$ cat src/mhpq_pkg.sv
// Shared types and constants for the min-heap priority queue.
// Used by mhpq_ctrl, mhpq_dp and min_heap_priority_queue; no dependencies.
package mhpq_pkg;

	localparam int KEY_W = 32;
	localparam int OCC_W = 8;
	localparam int OUT_DATA_W = 40;

	localparam logic CMD_INSERT = 1'b0;
	localparam logic CMD_POP    = 1'b1;

	typedef enum logic [1:0] {
		ST_OK    = 2'd0,
		ST_FULL  = 2'd1,
		ST_EMPTY = 2'd2
	} status_t;

	// datapath operation for the current cycle
	typedef enum logic [3:0] {
		OP_NOP,
		OP_ACCEPT,
		OP_POP_RD,
		OP_POP_LD,
		OP_UP_RD,
		OP_UP_CMP,
		OP_DN_RD,
		OP_DN_CMP,
		OP_FIN
	} dp_op_t;

	// datapath flags for the controller
	typedef struct packed {
		logic full;
		logic empty;
		logic pos_root;
		logic leaf;
		logic up_move;
		logic dn_move;
		logic out_free;
	} dp_stat_t;

endpackage

$ cat src/mhpq_ctrl.sv
// Sequencer for the min-heap priority queue: one-hot FSM over accept, sift-up,
// sift-down and result hand-off. Depends on mhpq_pkg.
module mhpq_ctrl (
	input  logic              clk,
	input  logic              arst_n,
	input  logic              in_valid,
	input  logic              in_pop,
	input  mhpq_pkg::dp_stat_t stat,
	output logic              in_ready,
	output mhpq_pkg::dp_op_t  op
);
	import mhpq_pkg::*;

	typedef enum logic [7:0] {
		S_IDLE   = 8'b0000_0001,
		S_POP_RD = 8'b0000_0010,
		S_POP_LD = 8'b0000_0100,
		S_UP_RD  = 8'b0000_1000,
		S_UP_CMP = 8'b0001_0000,
		S_DN_RD  = 8'b0010_0000,
		S_DN_CMP = 8'b0100_0000,
		S_FIN    = 8'b1000_0000
	} state_t;

	state_t state_q, state_d;

	always_ff @(posedge clk or negedge arst_n) begin
		if (!arst_n) begin
			state_q <= S_IDLE;
		end else begin
			state_q <= state_d;
		end
	end

	always_comb begin
		state_d  = state_q;
		op       = OP_NOP;
		in_ready = 1'b0;
		case (state_q)
			S_IDLE: begin
				in_ready = 1'b1;
				if (in_valid) begin
					op = OP_ACCEPT;
					if (in_pop == CMD_POP) begin
						state_d = stat.empty ? S_FIN : S_POP_RD;
					end else begin
						state_d = stat.full ? S_FIN : S_UP_RD;
					end
				end
			end
			S_POP_RD: begin
				op      = OP_POP_RD;
				state_d = S_POP_LD;
			end
			S_POP_LD: begin
				op      = OP_POP_LD;
				state_d = S_DN_RD;
			end
			S_UP_RD: begin
				op      = OP_UP_RD;
				state_d = stat.pos_root ? S_FIN : S_UP_CMP;
			end
			S_UP_CMP: begin
				op      = OP_UP_CMP;
				state_d = stat.up_move ? S_UP_RD : S_FIN;
			end
			S_DN_RD: begin
				op      = OP_DN_RD;
				state_d = stat.leaf ? S_FIN : S_DN_CMP;
			end
			S_DN_CMP: begin
				op      = OP_DN_CMP;
				state_d = stat.dn_move ? S_DN_RD : S_FIN;
			end
			S_FIN: begin
				op = OP_FIN;
				if (stat.out_free) begin
					state_d = S_IDLE;
				end
			end
			default: begin
				state_d = S_IDLE;
			end
		endcase
	end

endmodule

$ cat config.mk
export PLATFORM = sky130hd
export DESIGN_NAME = mhpq_ctrl
export DESIGN_NICKNAME = d
export VERILOG_FILES = /design/src/mhpq_pkg.sv /design/src/mhpq_ctrl.sv
export SDC_FILE = /design/constraint.sdc
export NUM_CORES = 1
export LEC_CHECK = 0
export BUFFER_PORTS_ARGS = -buffer_cell sky130_fd_sc_hd__buf_2
export CAP_MARGIN = 30
export CORE_MARGIN = 4
export CORE_UTILIZATION = 40
export CTS_BUF_LIST = sky130_fd_sc_hd__clkbuf_4 sky130_fd_sc_hd__clkbuf_8
export CTS_CLUSTER_DIAMETER = 60
export DETAILED_ROUTE_END_ITERATION = 6
export PLACE_DENSITY_LB_ADDON = 0.15
export RECOVER_POWER = 25
export SYNTH_ARGS = -nofsm -noshare
export SYNTH_HDL_FRONTEND = slang
export SYNTH_SLANG_ARGS = --single-unit
$ cat constraint.sdc
create_clock -name clk -period 3 [get_ports clk]
set_clock_uncertainty 0.15 [all_clocks]
set_input_delay 0.3 -clock clk [delete_from_list [all_inputs] [get_ports clk]]
set_output_delay 0.3 -clock clk [all_outputs]
set_load 0.02 [all_outputs]
-- Word level (Yosys, flattened, before mapping)
Index checks and enable logic that the tools add are counted.
Widths: inputs -> output; s select.
- bits in registers: 8
- input bits: 11
- output and inout bits: 5
- logic and storage cells: 25
- equality and inequality tests: 10
- mux-type cells: 13
- reduce and logical (&&, ||, !) cells: 1
- operators by type and width (cell ; number):
    $mux 8 ; 9
    $pmux 8 s8 ; 1
    $pmux 4 s8 ; 1
    $eq 8x1->1 const B ; 1
    $eq 8x2->1 const B ; 1
    $eq 8x3->1 const B ; 1
    $eq 8x4->1 const B ; 1
    $eq 8x5->1 const B ; 1
    $eq 8x6->1 const B ; 1
    $eq 8x7->1 const B ; 1
    $eq 8x8->1 const B ; 1
    $ne 2x2->1 const B ; 2
    $mux 1 ; 2
    $reduce_and 2->1 ; 1

-- Logic depth before layout (Yosys ltp)
- depth after elaboration: 4
- gate-level depth with buffers: 5
- gate-level depth less buffers: 4

-- Least setup slack after synthesis
No wires, ideal clock.
- path kind: register to output
- from: register state_q[0]
- to: output op[0]
- data arrival time: 1.467 ns
- required time: 2.550 ns
- path slack: 1.083 ns
- cell stages (with the launch flop): 6
- buffers on the path: 1
- cells stage by stage: dfstp_2 clkbuf_1 nor2b_1 and3_1 nand2_1 nand2_1
- cells in the longest elaborated chain, start to end: 2
- elaborated cells on any way between the ends: 9
- those cells by class: eq/ne: 8; mux: 1
- RTL lines (item ; RTL line ; RTL):
    start, declared ; mhpq_ctrl.sv:25 ; state_t state_q, state_d;
    start signal, assigned ; mhpq_ctrl.sv:31 ; state_q <= state_d;
    $eq 8x8->1, or another cell as far along ; mhpq_ctrl.sv:39 ; case (state_q)
    $pmux 4 s8 * ; mhpq_ctrl.sv:39 ;
    end, declared ; mhpq_ctrl.sv:10 ; output mhpq_pkg::dp_op_t op
Mark *: on every way between the ends. The rest lies on a longest branch, timed or not.

-- Worst setup path after layout
- from: register state_q[2]
- to: output op[1]
The elaborated chain is that of the path after synthesis.

==> flow_metrics.tcl <==
set metrics [dict create \
    status "finished, final reports clean" \
    dieWidth_um 47.6 \
    maxSlewViolCount 0 \
    hpwl_um 1220 \
    cts_tree "done" \
    largest_reg_flops 8 \
    cts_root_buffer "clkbuf_4" \
    synth_edf_count 0 \
    cts_buffers 3 \
    final_common_cell "buf_2" \
    power_density_mw_per_mm2 830 \
    ys.flop_type "dfrtp_1" \
    ant_nets 0 \
    netlist_instances 75 \
    cts.repair.resized 0 \
    insertion_delay_ns 0.27 \
    synth_top_area_share_pct 27.9 \
    reg2reg_from "state_q[2]$_DFFE_PN0P_" \
    drive_above_1_share_pct 25.6 \
    slew_headroom_pct 65.7 \
    grt_max_degree 10 \
    post-route-period-util_pct 78.6 \
    viasPerCell 5.94 \
    criticalPathCategory "reg -> out" \
    critPathLaunch "state_q[2]$_DFFE_PN0P_" \
    via_count 630 \
    synth_area_leaders "dfrtp_1 28%, nor2_1 4.8%, nor3b_1 4.8%, dfstp_2 4.2%, o2111ai_1 4.2%" \
    rsz0062_at_grt "false" \
    nNetsFinal 102 \
    core_area_sq_mm 0.00149 \
    remaining_drc_errors 0 \
    dr.first_iter.drc_count 21 \
    antenna_found_initial 0 \
    ys_seq_area_share_pct 32.1 \
    tns_ns 0 \
    critPathCaptureType "output pin" \
    fin_crit_ns 2.36 \
    multiInputGateArea_sq_um 378 \
    clkTransAtPathRegs_ns 0.06 \
    final_cell_area_sq_um 728 \
    regArea_sq_um 201 \
    fmax_mhz 424 \
    yosys_register_bits 8 \
    htree_levels 1 \
    grt-ovfl-total 0 \
    start_util_pct 42.1 \
    synth_top_area_cell "dfrtp_1" \
    rows 14 \
    hold_path_class "in -> reg" \
    worst_pin_slew_ns 0.511 \
    grt_util_met1_pct 20.9 \
    postPlaceCellArea_sq_um 689 \
    cp.arrival_ns 1.91 \
    fill_cells 137 \
    grt_pass1_vias 530 \
    ys_types 33 \
    power.leakage_nw 0.358 \
    n_antenna_cell 0 \
    async_flop_share_pct 100 \
    gp_congestion 0.831 \
    dr.pass1.iters 4 \
    syn_area_sq_um 627 \
    met2_usage_pct 23.3 \
    cts_max_path_buffers 2 \
    min_from "stat[3]" \
    largest-register "state_q" \
    setup_viol 0 \
    grt_util_met3_pct 3.01 \
    synth.avg_cell_area_sq_um 8.36 \
    chipHeight_um 47.6 \
    critPathRequiredTime_ns 2.55 \
    grt-busiest-layer "met2" \
    largestRegisters "state_q: 8 flops" \
    crit_fanout 8 \
    wl_um 1590 \
    grt_first_pass_wirelength_um 2420 \
    synth_warnings 0 \
    ir_worst_vdd_v 0.000371 \
    syn_nets 86 \
    finalHoldViolations 0 \
    wl_per_cell_um 15.0 \
    numClockSinks 8 \
    start_kind "flip-flop" \
    layout_common_cells "14 x buf_2, 8 x nor2_1, 7 x dfrtp_1" \
    drv_cap 0 \
    grt_use_total_pct 15.9 \
    areaGrowthSynthToFinish_pct 16.2 \
    ioPinCount 16 \
    port_buffers 15 \
    die_area_sq_mm 0.00226 \
]
-- repair_timing --
action / CTS / global route
endpoints found under the hold margin: 8 / 0
hold buffers: 1 / 0
setup endpoints to repair: 0 / 0
buffers inserted: 0 / 0
-- per-stage QoR --
stage / worst slack, ns / std cells / hold slack [ns] / total power (W) / util, %
floorplan: 1.08 / 75 / -0.146 / 0.000412 / -
global placement: 0.929 / 101 / 0.00697 / 0.000498 / 46.3
detailed placement: 0.990 / 101 / 0.00791 / 0.000492 / 46.3
CTS: 0.687 / 106 / 0.0398 / 0.000601 / 49.0
global route: 0.585 / 106 / 0.0446 / 0.000642 / 48.9
finish: 0.642 / 106 / 0.0455 / 0.000605 / 48.9
-- where the power goes --
group          switching [W]  internal, W
Sequential         0.0000467     0.000135
Clock              0.0000444    0.0000604
Combinational       0.000182     0.000136
-- per-layer routing --
layer | wire [um] | vias up
met2 | 643 | 41
met4 | 85 | 0
met3 | 156 | 11
met1 | 707 | 278
li1 | - | 300
met5 | 0 | -
-- synth_stat cells, types with 2 or more instances --
cell type / count
nor2_1: 8
dfrtp_1: 7
nand2_1: 6
inv_1: 4
nand3_1: 4
nor3b_1: 4
a21oi_1: 3
nand3b_1: 3
nor3_1: 3
o2111ai_1: 3
xor2_1: 3
and3_1: 2
buf_2: 2
nand4_1: 2
nor2b_1: 2
o21ai_0: 2
-- worst max-delay path, cell delays in order, from the launching register on --
cell,delay [ns]
dfrtp_1,0.49
or4_4,0.52
nor2_1,0.22
nand3b_1,0.15
nand3_1,0.10
buf_2,0.16
-- worst paths after layout --
kind                                          endpoint  cells after the start  slack [ns]
worst min-delay path            state_q[6]$_DFFE_PN0P_                      2        0.05
worst max-delay path                             op[1]                      5        0.64
max in group asynchronous       state_q[0]$_DFFE_PN1P_                      2        2.02
worst min register to register  state_q[5]$_DFFE_PN0P_                      2        0.52
min in group asynchronous       state_q[4]$_DFFE_PN0P_                      2        0.33
worst max register to register  state_q[7]$_DFFE_PN0P_                      4        1.15
-- area by class of cell --
class	instances	area share, %
Multi-Input combinational cell	58	51.9
Sequential cell	8	27.7
Tap cell	16	2.75
Clock buffer	4	4.12
Timing Repair Buffer	16	11.5
Inverter	4	2.06
-- kinds of logic after synthesis --
kind of cell	after synthesis	share of synthesized area (%)
and+or+nand+nor	40	37.9
AOI/OAI and AO/OA	14	16.4
buffers and inverters	9	7.58
DFF	8	32.1
xor gates and xnor gates	3	4.19
muxes	1	1.80
(Power assumes the default switching activity.)
